[src/hw/rtl/msc_pkg.sv]
`timescale 1ns / 1ps
// ----------------------------------------------------------------------------
// msc_pkg
// Shared types and constants of the masked byte pattern scanner.
// ----------------------------------------------------------------------------
package msc_pkg;

  localparam int PATTERN_MAX_DEF   = 24;
  localparam int POSITION_BITS_DEF = 32;
  localparam int TARGET_W          = 34;
  localparam int CFG_INDEX_W       = 3;
  localparam int CFG_DATA_W        = 64;
  localparam int RESULT_DEPTH      = 8;

  typedef enum logic [CFG_INDEX_W-1:0] {
    REG_PATTERN_LOW  = 3'd0,
    REG_PATTERN_MID  = 3'd1,
    REG_PATTERN_HIGH = 3'd2,
    REG_MUST_MATCH   = 3'd3,
    REG_LENGTH       = 3'd4,
    REG_REF_OFFSET   = 3'd5,
    REG_REF_SIZE     = 3'd6,
    REG_ADDED_OFFSET = 3'd7
  } cfg_reg_t;

  typedef struct packed {
    logic [63:0] pattern_high;
    logic [63:0] pattern_mid;
    logic [63:0] pattern_low;
    logic [23:0] must_match_mask;
    logic [4:0]  pattern_length;
    logic [4:0]  reference_offset;
    logic [4:0]  reference_size;
    logic [31:0] added_offset;
  } cfg_t;

  // Per-byte compare outcome handed to the match tracker
  typedef struct packed {
    logic        valid;
    logic        last;
    logic        hit;
    logic        bad;
    logic [31:0] disp;
  } hit_t;

  typedef struct packed {
    logic                found;
    logic [31:0]         start;
    logic [TARGET_W-1:0] target;
    logic                bad;
  } report_t;

endpackage

[src/hw/rtl/msc_cfg_regs.sv]
`timescale 1ns / 1ps
// ----------------------------------------------------------------------------
// msc_cfg_regs
// Configuration register file; one write per cycle, no read-back.
// ----------------------------------------------------------------------------
module msc_cfg_regs
  import msc_pkg::*;
(
  input  logic                   clk,
  input  logic                   rst,
  input  logic                   cfg_write,
  input  logic [CFG_INDEX_W-1:0] cfg_index,
  input  logic [CFG_DATA_W-1:0]  cfg_data,
  output cfg_t                   cfg
);

  always_ff @(posedge clk) begin
    if (rst) begin
      cfg.pattern_high     <= '0;
      cfg.pattern_mid      <= '0;
      cfg.pattern_low      <= '0;
      cfg.must_match_mask  <= '0;
      cfg.pattern_length   <= 5'd1;
      cfg.reference_offset <= '0;
      cfg.reference_size   <= '0;
      cfg.added_offset     <= '0;
    end else if (cfg_write) begin
      unique case (cfg_reg_t'(cfg_index))
        REG_PATTERN_LOW:  cfg.pattern_low      <= cfg_data;
        REG_PATTERN_MID:  cfg.pattern_mid      <= cfg_data;
        REG_PATTERN_HIGH: cfg.pattern_high     <= cfg_data;
        REG_MUST_MATCH:   cfg.must_match_mask  <= cfg_data[23:0];
        REG_LENGTH:       cfg.pattern_length   <= cfg_data[4:0];
        REG_REF_OFFSET:   cfg.reference_offset <= cfg_data[4:0];
        REG_REF_SIZE:     cfg.reference_size   <= cfg_data[4:0];
        REG_ADDED_OFFSET: cfg.added_offset     <= cfg_data[31:0];
      endcase
    end
  end

endmodule

[src/hw/rtl/msc_window.sv]
`timescale 1ns / 1ps
// ----------------------------------------------------------------------------
// msc_window
// Byte window shift line, position counter and parallel masked compare.
// ----------------------------------------------------------------------------
module msc_window
  import msc_pkg::*;
#(
  parameter int PATTERN_MAX   = PATTERN_MAX_DEF,
  parameter int POSITION_BITS = POSITION_BITS_DEF
) (
  input  logic                     clk,
  input  logic                     rst,
  input  cfg_t                     cfg,
  input  logic                     in_fire,
  input  logic [7:0]               data_byte,
  input  logic                     last_byte,
  output hit_t                     hit,
  output logic [POSITION_BITS-1:0] hit_start
);

  localparam int IW = (PATTERN_MAX > 1) ? $clog2(PATTERN_MAX) : 1;

  logic [7:0]               window [PATTERN_MAX];
  logic [POSITION_BITS-1:0] pos;
  logic [POSITION_BITS-1:0] pos_next;
  logic                     s1_valid;
  logic                     s1_last;
  logic                     s1_test;
  logic [POSITION_BITS-1:0] s1_start;

  logic [4:0]   len;
  logic [191:0] pat;
  logic         match;
  logic         bad;
  logic [31:0]  disp;

  assign pat = {cfg.pattern_high, cfg.pattern_mid, cfg.pattern_low};

  always_comb begin
    if (cfg.pattern_length == 5'd0) begin
      len = 5'd1;
    end else if (cfg.pattern_length > 5'(PATTERN_MAX)) begin
      len = 5'(PATTERN_MAX);
    end else begin
      len = cfg.pattern_length;
    end
  end

  assign pos_next = pos + POSITION_BITS'(1);

  // Advance the window and position on every accepted beat
  always_ff @(posedge clk) begin
    if (in_fire) begin
      window[0] <= data_byte;
      for (int k = 1; k < PATTERN_MAX; k++) begin
        window[k] <= window[k-1];
      end
      s1_last  <= last_byte;
      s1_start <= pos_next - POSITION_BITS'(len);
    end
  end

  always_ff @(posedge clk) begin
    if (rst) begin
      pos      <= '0;
      s1_valid <= 1'b0;
      s1_test  <= 1'b0;
    end else begin
      s1_valid <= in_fire;
      if (in_fire) begin
        s1_test <= (pos != '1) && (pos_next >= POSITION_BITS'(len));
        if (last_byte) begin
          pos <= '0;
        end else if (pos != '1) begin
          pos <= pos_next;
        end
      end
    end
  end

  // Window holds the beat of stage 1 here: oldest matched byte at len-1
  always_comb begin
    logic [4:0] idx;
    match = 1'b1;
    for (int i = 0; i < PATTERN_MAX; i++) begin
      idx = len - 5'd1 - 5'(i);
      if ((5'(i) < len) && cfg.must_match_mask[i]) begin
        if (window[idx[IW-1:0]] != pat[8*i +: 8]) begin
          match = 1'b0;
        end
      end
    end
  end

  always_comb begin
    logic [4:0] idx;
    bad  = (cfg.reference_size != 5'd0) &&
           ((6'(cfg.reference_offset) + 6'd4) > 6'(len));
    disp = '0;
    for (int j = 0; j < 4; j++) begin
      idx = len - 5'd1 - cfg.reference_offset - 5'(j);
      if ((cfg.reference_size != 5'd0) && !bad) begin
        disp[8*j +: 8] = window[idx[IW-1:0]];
      end
    end
  end

  always_ff @(posedge clk) begin
    if (rst) begin
      hit.valid <= 1'b0;
    end else begin
      hit.valid <= s1_valid;
    end
    hit.last  <= s1_last;
    hit.hit   <= s1_test && match;
    hit.bad   <= bad;
    hit.disp  <= disp;
    hit_start <= s1_start;
  end

endmodule

[src/hw/rtl/msc_track.sv]
`timescale 1ns / 1ps
// ----------------------------------------------------------------------------
// msc_track
// First-match capture, target arithmetic with saturation and result queue.
// ----------------------------------------------------------------------------
module msc_track
  import msc_pkg::*;
#(
  parameter int POSITION_BITS = POSITION_BITS_DEF
) (
  input  logic                     clk,
  input  logic                     rst,
  input  cfg_t                     cfg,
  input  hit_t                     hit,
  input  logic [POSITION_BITS-1:0] hit_start,
  input  logic                     in_fire_last,
  output logic                     in_stall,
  output logic                     out_valid,
  input  logic                     out_stall,
  output report_t                  report
);

  localparam int SW = ((POSITION_BITS > 33) ? POSITION_BITS : 33) + 2;
  localparam int PW = $clog2(RESULT_DEPTH);
  localparam int CW = PW + 1;

  logic                     seen;
  logic [POSITION_BITS-1:0] saved_start;
  logic signed [SW-1:0]     saved_sum;
  logic                     saved_bad;

  logic                     s3_valid;
  logic                     s3_found;
  logic [POSITION_BITS-1:0] s3_start;
  logic signed [SW-1:0]     s3_sum;
  logic                     s3_bad;

  logic                     new_hit;
  logic signed [SW-1:0]     sum_next;
  logic [TARGET_W-1:0]      target;

  report_t                  queue [RESULT_DEPTH];
  logic [PW-1:0]            wr_ptr;
  logic [PW-1:0]            rd_ptr;
  logic [CW-1:0]            count;
  logic [CW-1:0]            pending;
  logic                     out_fire;

  assign new_hit = hit.valid && hit.hit && !seen;

  // Fold the added offset in at the match so a saved target keeps its value
  always_comb begin
    sum_next = SW'(hit_start);
    if (cfg.reference_size != 5'd0) begin
      sum_next = sum_next + SW'(cfg.reference_offset) + SW'(cfg.reference_size)
                 + SW'($signed(hit.disp));
    end
    sum_next = sum_next + SW'($signed(cfg.added_offset));
  end

  // Keep the first match; hand the region result on at its last beat
  always_ff @(posedge clk) begin
    if (rst) begin
      seen        <= 1'b0;
      saved_start <= '0;
      saved_sum   <= '0;
      saved_bad   <= 1'b0;
      s3_valid    <= 1'b0;
    end else begin
      s3_valid <= hit.valid && hit.last;
      if (hit.valid && hit.last) begin
        seen        <= 1'b0;
        saved_start <= '0;
        saved_sum   <= '0;
        saved_bad   <= 1'b0;
      end else if (new_hit) begin
        seen        <= 1'b1;
        saved_start <= hit_start;
        saved_sum   <= sum_next;
        saved_bad   <= hit.bad;
      end
    end
  end

  always_ff @(posedge clk) begin
    s3_found <= seen || new_hit;
    s3_start <= new_hit ? hit_start : saved_start;
    s3_sum   <= new_hit ? sum_next : saved_sum;
    s3_bad   <= new_hit ? hit.bad : saved_bad;
  end

  always_comb begin
    if (!s3_found) begin
      target = '0;
    end else if (s3_sum[SW-1:TARGET_W-1] != {(SW-TARGET_W+1){s3_sum[TARGET_W-1]}}) begin
      target = s3_sum[SW-1] ? {1'b1, {(TARGET_W-1){1'b0}}} : {1'b0, {(TARGET_W-1){1'b1}}};
    end else begin
      target = s3_sum[TARGET_W-1:0];
    end
  end

  // Result queue; pending counts every last beat not yet taken downstream
  assign out_valid = (count != '0);
  assign out_fire  = out_valid && !out_stall;
  assign in_stall  = (pending == CW'(RESULT_DEPTH));
  assign report    = queue[rd_ptr];

  always_ff @(posedge clk) begin
    if (s3_valid) begin
      queue[wr_ptr] <= '{found:  s3_found,
                         start:  32'(s3_start),
                         target: target,
                         bad:    s3_bad};
    end
  end

  always_ff @(posedge clk) begin
    if (rst) begin
      wr_ptr  <= '0;
      rd_ptr  <= '0;
      count   <= '0;
      pending <= '0;
    end else begin
      if (s3_valid) begin
        wr_ptr <= wr_ptr + PW'(1);
      end
      if (out_fire) begin
        rd_ptr <= rd_ptr + PW'(1);
      end
      count   <= count + CW'(s3_valid) - CW'(out_fire);
      pending <= pending + CW'(in_fire_last) - CW'(out_fire);
    end
  end

endmodule

[src/hw/rtl/masked_byte_pattern_scanner_unit.sv]
`timescale 1ns / 1ps
// ----------------------------------------------------------------------------
// masked_byte_pattern_scanner_unit
// Scans a byte stream for a masked pattern and reports one result per region.
// ----------------------------------------------------------------------------
// Throughput: one byte per cycle while in_stall is low (parallel window compare).
// Last byte path: stage 1, hit register, stage 3 and queue count, then out_valid.
// The result queue holds 8 regions; input stalls only when 8 are outstanding.
// Reset: synchronous; clears configuration to defaults (length 1) and scan state.
// ----------------------------------------------------------------------------
module masked_byte_pattern_scanner_unit
  import msc_pkg::*;
#(
  parameter int PATTERN_MAX   = PATTERN_MAX_DEF,
  parameter int POSITION_BITS = POSITION_BITS_DEF
) (
  input  logic                       clk,
  input  logic                       rst,
  input  logic                       cfg_write,
  input  logic [CFG_INDEX_W-1:0]     cfg_index,
  input  logic [CFG_DATA_W-1:0]      cfg_data,
  input  logic                       in_valid,
  output logic                       in_stall,
  input  logic [7:0]                 data_byte,
  input  logic                       last_byte,
  output logic                       out_valid,
  input  logic                       out_stall,
  output logic                       found,
  output logic [31:0]                match_start,
  output logic signed [TARGET_W-1:0] target_offset,
  output logic                       reference_bad
);

  cfg_t                     cfg;
  hit_t                     hit;
  logic [POSITION_BITS-1:0] hit_start;
  report_t                  report;
  logic                     in_fire;

  assign in_fire = in_valid && !in_stall;

  msc_cfg_regs u_cfg (
    .clk       (clk),
    .rst       (rst),
    .cfg_write (cfg_write),
    .cfg_index (cfg_index),
    .cfg_data  (cfg_data),
    .cfg       (cfg)
  );

  msc_window #(
    .PATTERN_MAX   (PATTERN_MAX),
    .POSITION_BITS (POSITION_BITS)
  ) u_window (
    .clk       (clk),
    .rst       (rst),
    .cfg       (cfg),
    .in_fire   (in_fire),
    .data_byte (data_byte),
    .last_byte (last_byte),
    .hit       (hit),
    .hit_start (hit_start)
  );

  msc_track #(
    .POSITION_BITS (POSITION_BITS)
  ) u_track (
    .clk          (clk),
    .rst          (rst),
    .cfg          (cfg),
    .hit          (hit),
    .hit_start    (hit_start),
    .in_fire_last (in_fire && last_byte),
    .in_stall     (in_stall),
    .out_valid    (out_valid),
    .out_stall    (out_stall),
    .report       (report)
  );

  assign found         = report.found;
  assign match_start   = report.start;
  assign target_offset = $signed(report.target);
  assign reference_bad = report.bad;

endmodule

[config.mk]
export PLATFORM = sky130hd
export DESIGN_NAME = masked_byte_pattern_scanner_unit
export DESIGN_NICKNAME = d
export VERILOG_FILES = /design/src/hw/rtl/msc_pkg.sv /design/src/hw/rtl/msc_cfg_regs.sv /design/src/hw/rtl/msc_window.sv /design/src/hw/rtl/msc_track.sv /design/src/hw/rtl/masked_byte_pattern_scanner_unit.sv
export SDC_FILE = /design/constraint.sdc
export NUM_CORES = 2
export LEC_CHECK = 0
export ABC_AREA = 1
export ABC_CLOCK_PERIOD_IN_PS = 36100
export BUFFER_PORTS_ARGS = -buffer_cell sky130_fd_sc_hd__buf_4
export CAP_MARGIN = 20
export CORE_MARGIN = 8
export CORE_UTILIZATION = 30
export CTS_CLUSTER_DIAMETER = 50
export CTS_CLUSTER_SIZE = 40
export DETAILED_ROUTE_END_ITERATION = 10
export PLACE_DENSITY = 0.46
export SETUP_SLACK_MARGIN = 0.1
export SLEW_MARGIN = 20
export SYNTH_ARGS = -nofsm -noshare
export SYNTH_HDL_FRONTEND = slang
export SYNTH_SLANG_ARGS = --single-unit
[constraint.sdc]
create_clock -name clk -period 36.1 [get_ports clk]
set_input_delay 1.805 -clock clk [delete_from_list [all_inputs] [get_ports clk]]
set_output_delay 1.805 -clock clk [all_outputs]
set_load 0.02 [all_outputs]
Word level (Yosys, flattened, before mapping)

Memories as Yosys holds them, arrays and structs flattened. A register that Yosys moved wholly into a read port is not among the register bits.
Cells that the tools add are included.

Muxes and demuxes: 65
Reduce and logical (&&, ||, !) cells: 58
Order comparisons: 27
Equality and inequality tests: 34
Add/sub/neg operators: 41

Operator list:

| operator                                                             | number |
|---|---|
| 8-bit inequality test                                                | 24 |
| 34-bit 2-to-1 mux                                                    | 3 |
| 32-bit 2-to-1 mux                                                    | 3 |
| 35-bit 2-to-1 mux                                                    | 2 |
| 1-bit 2-to-1 mux                                                     | 53 |
| 4-bit by 5-bit < comparator with 1-bit output (first input constant) | 8 |
| 5-bit < comparator (first input constant)                            | 8 |
| 5-bit by 4-bit subtractor with 5-bit output (second input constant)  | 8 |
| 5-bit subtractor (second input constant)                             | 8 |
| 35-bit by 32-bit adder with 35-bit output                            | 1 |
| 35-bit adder                                                         | 1 |
| 35-bit by 5-bit adder with 35-bit output                             | 1 |
| 1-bit logical AND                                                    | 34 |
| 32-bit by 5-bit adder with 33-bit output                             | 1 |
| 32-bit by 1-bit adder with 32-bit output (second input constant)     | 1 |
| 32-bit by 5-bit >= comparator with 1-bit output                      | 1 |
| 32-bit inequality test (second input constant)                       | 1 |
| 32-bit by 5-bit subtractor with 32-bit output                        | 1 |
| 3-bit by 5-bit < comparator with 1-bit output (first input constant) | 4 |
| 5-bit by 2-bit subtractor with 5-bit output (second input constant)  | 4 |
| 5-bit by 3-bit subtractor with 5-bit output (second input constant)  | 4 |
| 2-bit AND reduction                                                  | 9 |
| 5-bit by 1-bit subtractor with 5-bit output (second input constant)  | 3 |
| 3-bit == test (second input constant)                                | 4 |
| other kinds (23)                                                     | 38 |

Memories: 2
Bits of input ports: 81
Flip-flop bits (word level): 519
Word-level logic and storage cells: 258
Output and inout port bits: 70
Memory bits (writable): 736

Memory list:

| memory          | depth | width | rd ports | clocked after Yosys merged registers in | write ports | RTL line         | source |
|---|---|---|---|---|---|---|---|
| u_track.queue   | 8     | 68    | 1        | 1                                       | 1           | msc_track.sv:42  | `report_t queue [RESULT_DEPTH];` |
| u_window.window | 24    | 8     | 51       | 4                                       | 24          | msc_window.sv:24 | `logic [7:0] window [PATTERN_MAX];` |

Depth between registers and ports, before layout

An unclocked memory read counts as a cell.

Depth in word-level cells: 55
Mapped depth: 41
Mapped depth without buffers: 41

Hierarchy

Synthesis repeated with hierarchy kept, for this count alone.

Cells, all modules: 10681
Area, all modules: 76784.9 um^2

By module, submodules not included:

| module                           | seq. area each (um^2) | cells each | times used | area an instance (um^2) |
|---|---|---|---|---|
| msc_window                       | 8798.4                | 6015       | 1          | 34705.8 |
| msc_track                        | 19458.7               | 3156       | 1          | 31696.6 |
| msc_cfg_regs                     | 5265.0                | 1505       | 1          | 10358.7 |
| masked_byte_pattern_scanner_unit | 0.0                   | 5          | 1          | 23.8 |

Least setup slack after synthesis

OpenSTA, ideal clock, no wires.

Path kind: input to register
Start: in in_valid
End: reg u_window.pos[1]
Stages on the path: 7
Setup time: 70 ps
Data required time: 36030 ps
Path buffers: 1
Arrival time: 13704 ps
Path slack: 22325 ps
Cells stage by stage: inv_1 > nor2_1 > o21ai_0 > nor2_1 > clkbuf_1 > nand2_1 > a21oi_1

Longest elaborated chain between the ends: 2

Ends and longest elaborated chain:

| item                          | RTL line                               | source |
|---|---|---|
| start: declaration            | masked_byte_pattern_scanner_unit.sv:22 | `input logic in_valid,` |
| 1-bit logical AND             | masked_byte_pattern_scanner_unit.sv:40 | `assign in_fire = in_valid && !in_stall;` |
| named net in_fire             | masked_byte_pattern_scanner_unit.sv:38 | `logic in_fire;` |
| 2-bit AND reduction (no line) | n/a                                    |  |
| end signal: assignment        | msc_window.sv:76                       | `pos <= pos_next;` |
| end: declaration              | msc_window.sv:25                       | `logic [POSITION_BITS-1:0] pos;` |

The timed path passes the listed nets, and every way through them passes these cells.
A chain may end at the register's enable or synchronous reset.

Final worst setup path

Start: reg, netlist name u_cfg.cfg[46]
End: reg, netlist name u_window.hit[16]

Longest elaborated chain between the ends: 8
Elaborated cells on any way between the ends: 12
Classes of those cells: add/sub: 3; order compare: 2; mux: 2; reduce/logical: 5

Ends and longest elaborated chain:

| item                                                                                | RTL line         | source |
|---|---|---|
| 5-bit > comparator                                                                  | msc_window.sv:43 | `end else if (cfg.pattern_length > 5'(PATTERN_MAX)) begin` |
| 5-bit 2-to-1 mux                                                                    | msc_window.sv:43 |  |
| 5-bit 2-to-1 mux (*)                                                                | msc_window.sv:41 | `if (cfg.pattern_length == 5'd0) begin` |
| branches (longest 5 deep; another with 5-bit by 1-bit subtractor with 5-bit output) | n/a              |  |

Mark *: on every way between the ends.

==> impl_metrics.xml <==
<?xml version="1.0" encoding="UTF-8"?>
<metrics>
  <group name="sta">
    <metric name="rsz_0062_raised_after_global_routing" unit="">no</metric>
    <metric name="timing.final.ws_setup" unit="ns">28.91</metric>
    <metric name="report.final.slew_viol_count" unit="">0</metric>
    <metric name="hold-worst-slack" unit="ns">0.3444</metric>
    <metric name="timing.final.hold_violations" unit="">0</metric>
    <metric name="fmax" unit="MHz">139.1</metric>
    <metric name="fin_skew" unit="ns">0.06063</metric>
    <metric name="post-route-period-util" unit="%">19.91</metric>
    <metric name="worst_pin_slew" unit="ns">1.263</metric>
    <metric name="report.final.setup_viol" unit="">0</metric>
    <metric name="final.setup.tns" unit="ns">0</metric>
    <metric name="finalWorstPathRequiredPeriod" unit="ns">7.188</metric>
    <metric name="max-slew-margin-rel" unit="%">14.91</metric>
  </group>
  <group name="die">
    <metric name="num_io_pins" unit="">151</metric>
    <metric name="fp-row-count" unit="">182</metric>
    <metric name="core" unit="sq um">245700</metric>
    <metric name="die-width" unit="um">513.0</metric>
    <metric name="initial_core_util" unit="%">30.15</metric>
    <metric name="die_height" unit="um">513.0</metric>
    <metric name="die_area" unit="sq um">263100</metric>
  </group>
  <group name="worst_setup_path">
    <metric name="critPathKind" unit="">flip-flop to flip-flop</metric>
    <metric name="timing.critical_path.arrival" unit="ns">7.89</metric>
    <metric name="crit_path_top_delay_cell" unit="">sky130_fd_sc_hd__ha_1</metric>
    <metric name="reg2reg_depth" unit="">16</metric>
    <metric name="cp_capture_type" unit="">flip-flop</metric>
    <metric name="worstReg2RegEnd" unit="">u_window.hit[16]</metric>
    <metric name="rr_startpoint" unit="">u_cfg.cfg[46]</metric>
    <metric name="critical_path.n_buffers_inverters" unit="">4</metric>
    <metric name="crit_chain" unit="">nand2_4 &gt; nand2_4 &gt; nand2_8 &gt; buf_12 &gt; nand2_2 &gt; nand2_4 &gt; fa_2 &gt; xnor2_2 &gt; buf_4 &gt; inv_2 &gt; ha_1 &gt; inv_1 &gt; o21ai_0 &gt; a21oi_1 &gt; o311ai_0 &gt; a21oi_1</metric>
    <metric name="regToRegSetupSlack" unit="ns">28.91</metric>
    <metric name="critPathLaunchType" unit="">flip-flop</metric>
    <metric name="critical_path_peak_fanout" unit="">118</metric>
    <metric name="critPathMostFrequentCell" unit="">sky130_fd_sc_hd__nand2_4</metric>
    <metric name="worst_ep_required_time" unit="ns">36.80</metric>
    <metric name="path_delay_family" unit="">buffers and inverters</metric>
    <metric name="critical-path-max-stage-delay" unit="ns">1.12</metric>
  </group>
  <group name="hold_path">
    <metric name="hold_path_end" unit="">u_window.hit_start[14]</metric>
    <metric name="path_type_of_the_worst_min_delay_path" unit="">flip-flop to flip-flop</metric>
    <metric name="hold_depth" unit="">0</metric>
    <metric name="worstHoldStart" unit="">u_window.s1_start[14]</metric>
  </group>
  <group name="drt">
    <metric name="postRouteAntennaNets" unit="">0</metric>
    <metric name="drt_pre_antenna_iters" unit="">8</metric>
    <metric name="vias_per_cell" unit="">5.214</metric>
    <metric name="drt-wirelength-per-cell" unit="um">24.59</metric>
    <metric name="detailroute.via_count" unit="">69450</metric>
    <metric name="routed_wirelength" unit="um">327600</metric>
    <metric name="post-route-drc-count" unit="">0</metric>
    <metric name="first_iter_violations" unit="">7174</metric>
  </group>
  <group name="logic_synthesis">
    <metric name="syn_nets" unit="">10310</metric>
    <metric name="netlist_area" unit="sq um">74090</metric>
    <metric name="count_of_state_elements_after_synthesis" unit="">1290</metric>
    <metric name="synthesis.instances" unit="">10070</metric>
    <metric name="synth_seq_area_share" unit="%">45.24</metric>
    <metric name="yosys.cell_types.count" unit="">59</metric>
    <metric name="synth_top_cell_by_area" unit="">sky130_fd_sc_hd__edfxtp_1</metric>
    <metric name="syn-mean-instance-area" unit="sq um">7.358</metric>
    <metric name="synth-edff-count" unit="">769</metric>
    <metric name="synthTopCellsByArea" unit="">sky130_fd_sc_hd__edfxtp_1, sky130_fd_sc_hd__dfxtp_1, sky130_fd_sc_hd__nand2_1, sky130_fd_sc_hd__o21ai_0, sky130_fd_sc_hd__nand3_1</metric>
    <metric name="synth.yosys.warnings" unit="">0</metric>
    <metric name="synth_top_cell_area_share" unit="%">31.17</metric>
    <metric name="share_of_flip_flops_with_an_asynchronous_set_or_reset" unit="%">0</metric>
    <metric name="synth-main-ff-cell" unit="">sky130_fd_sc_hd__edfxtp_1</metric>
  </group>
  <group name="layout">
    <metric name="multi_input_comb_area" unit="sq um">35590</metric>
    <metric name="register_area" unit="sq um">33530</metric>
    <metric name="final_net_count" unit="">10180</metric>
    <metric name="drive_above_1_share" unit="%">7.224</metric>
    <metric name="layout_overhead_on_the_synthesized_area" unit="%">13.78</metric>
    <metric name="fin_cells" unit="">13320</metric>
    <metric name="fill_cells" unit="">25980</metric>
  </group>
  <group name="clock_network">
    <metric name="cts.clk_slew.worst_paths" unit="ns">0.07</metric>
    <metric name="cts.root.buffer_cell" unit="">sky130_fd_sc_hd__clkbuf_16</metric>
    <metric name="cts_tree" unit="">done</metric>
    <metric name="clock_sink_count" unit="">1290</metric>
    <metric name="clock_tree.buffer_depth" unit="">3</metric>
    <metric name="clk_latency" unit="ns">0.87</metric>
    <metric name="htreeDepth" unit="">4</metric>
    <metric name="post-cts-setup-buffers" unit="">0</metric>
    <metric name="cts_hold_buf" unit="">0</metric>
    <metric name="post_cts_repair_resize_count" unit="">0</metric>
    <metric name="tritoncts.num_buffers" unit="">175</metric>
  </group>
  <group name="global_routing">
    <metric name="initial_antenna_violation_count" unit="">28</metric>
    <metric name="grt_util_all_layers" unit="%">23.86</metric>
    <metric name="wire_length_of_the_first_global_routing_pass" unit="um">467100</metric>
    <metric name="overflow" unit="">0</metric>
    <metric name="grt_max_degree" unit="">178</metric>
    <metric name="grt_pass1_vias" unit="">65030</metric>
  </group>
  <group name="placed_design">
    <metric name="hpwl" unit="um">240500</metric>
    <metric name="dpl_worst_slack" unit="ns">28.94</metric>
    <metric name="place.gp.congestion" unit="">0.9938</metric>
    <metric name="place.detailed.instances" unit="">12980</metric>
    <metric name="io_buffer_count" unit="">150</metric>
  </group>
  <group name="flow_run">
    <metric name="max_cap_viol_count" unit="">0</metric>
  </group>
  <group name="pwr">
    <metric name="cellPowerDensity" unit="nW/um^2">64.57</metric>
    <metric name="vdd.ir_drop.worst" unit="uV">41.26</metric>
    <metric name="total_leakage_power" unit="nW">36.01</metric>
  </group>
  <group name="status">
    <metric name="status" unit="">completed</metric>
  </group>
</metrics>
## logic make-up after synthesis
kind of cell             synth area share, %
AND/OR/NAND/NOR                        29.60
XOR/XNOR                               1.451
AO/OA/AOI/OAI                          13.72
buffers and inverters                  7.037
flip-flops                             45.24
multiplexers                         0.05404
adder cells (fa/ha/maj)                2.891
## Yosys cell counts (all sizes together) (8+ instances only)
library cell	n
a211oi	13
a21boi	9
a21o	10
a21oi	439
a22oi	10
a31oi	85
buf	184
clkbuf	363
clkinv	8
dfxtp	521
edfxtp	769
fa	12
ha	152
inv	777
nand2	2791
nand3	1112
nand3b	82
nand4	39
nor2	1073
nor3	42
nor4	14
o211ai	31
o21a	8
o21ai	1202
o21bai	10
o22ai	81
or2	70
xnor2	21
xor2	100
## where the power goes
part / switching [W] / total, W / internal (W)
registers: 0.000154 / 0.00184 / 0.00169
clock network: 0.000802 / 0.00185 / 0.00104
logic: 0.00127 / 0.00175 / 0.000486
## worst register-to-register path, stage by stage, from the launching register on
cell                       delay (ns)
sky130_fd_sc_hd__dfxtp_1         0.53
sky130_fd_sc_hd__nand2_4         0.16
sky130_fd_sc_hd__nand2_4         0.46
sky130_fd_sc_hd__nand2_8         0.47
sky130_fd_sc_hd__buf_12          0.48
sky130_fd_sc_hd__nand2_2         0.22
sky130_fd_sc_hd__nand2_4         0.40
sky130_fd_sc_hd__fa_2            0.60
sky130_fd_sc_hd__xnor2_2         0.13
sky130_fd_sc_hd__buf_4           0.42
sky130_fd_sc_hd__inv_2           0.37
sky130_fd_sc_hd__ha_1            1.12
sky130_fd_sc_hd__inv_1           0.74
sky130_fd_sc_hd__o21ai_0         0.25
sky130_fd_sc_hd__a21oi_1         0.06
sky130_fd_sc_hd__o311ai_0        0.50
sky130_fd_sc_hd__a21oi_1         0.13
## state kept, by name, indices dropped and copies added, names as in the netlist, 35 cells and up, named ones only
signal             count
u_window.window      192
u_track.saved_sum     35
u_window.hit          36
u_cfg.cfg            263
u_track.s3_sum        35
u_track.queue        544
## layout by cell type, fill, tap and decap left out, drive strengths merged, types with 70 or more instances in the layout
master  count
nand2    2791
dfxtp     521
a31oi      85
or2        70
nand3    1112
clkbuf    200
nand3b     82
o22ai      81
a21oi     439
edfxtp    769
o21ai    1202
inv       827
xor2      100
ha        152
nor2     1073
buf       240
## how the worst max path moves through the flow
stage | start | endpoint | slack, ns | cells past startpoint
detailed placement | u_cfg.cfg[46] | u_window.hit[16] | 28.94 | 16
global placement | u_cfg.cfg[37] | u_track.saved_sum[33] | 28.93 | 39
finish | u_cfg.cfg[46] | u_window.hit[16] | 28.91 | 16
CTS | u_cfg.cfg[46] | u_window.hit[16] | 28.92 | 16
floorplan | in_valid | u_window.pos[1] | 22.33 | 7
global route | u_window.hit_start[0] | u_track.saved_sum[34] | 28.32 | 40
## through the flow
| step | total power [W] | instance area (sq um) | util, % |
|---|---|---|---|
| after global placement | 0.003607 | 77960 | 31.73 |
| after detailed placement | 0.003615 | 77960 | 31.73 |
| after global routing | 0.005723 | 84280 | 34.30 |
| final | 0.005443 | 84300 | 34.31 |
| after CTS | 0.005478 | 84280 | 34.30 |
| after floorplan | 0.002891 | 74090 | - |
## cell type report
cell class,instances,share of cell area (%)
antenna,9,0.02672
clock buffer,200,5.452
clock inverter,130,2.039
inverter,785,3.518
multi-input combinational,7447,42.21
sequential,1290,39.78
tap,3220,4.779
timing repair buffer,240,2.197
## layer usage
metal	part of all wire, %	track usage [%]
met5	0.017	0
met4	6.5	12.95
met3	6.0	3.887
met2	46	38.98
met1	42	30.20
(Power assumes the default switching activity.)
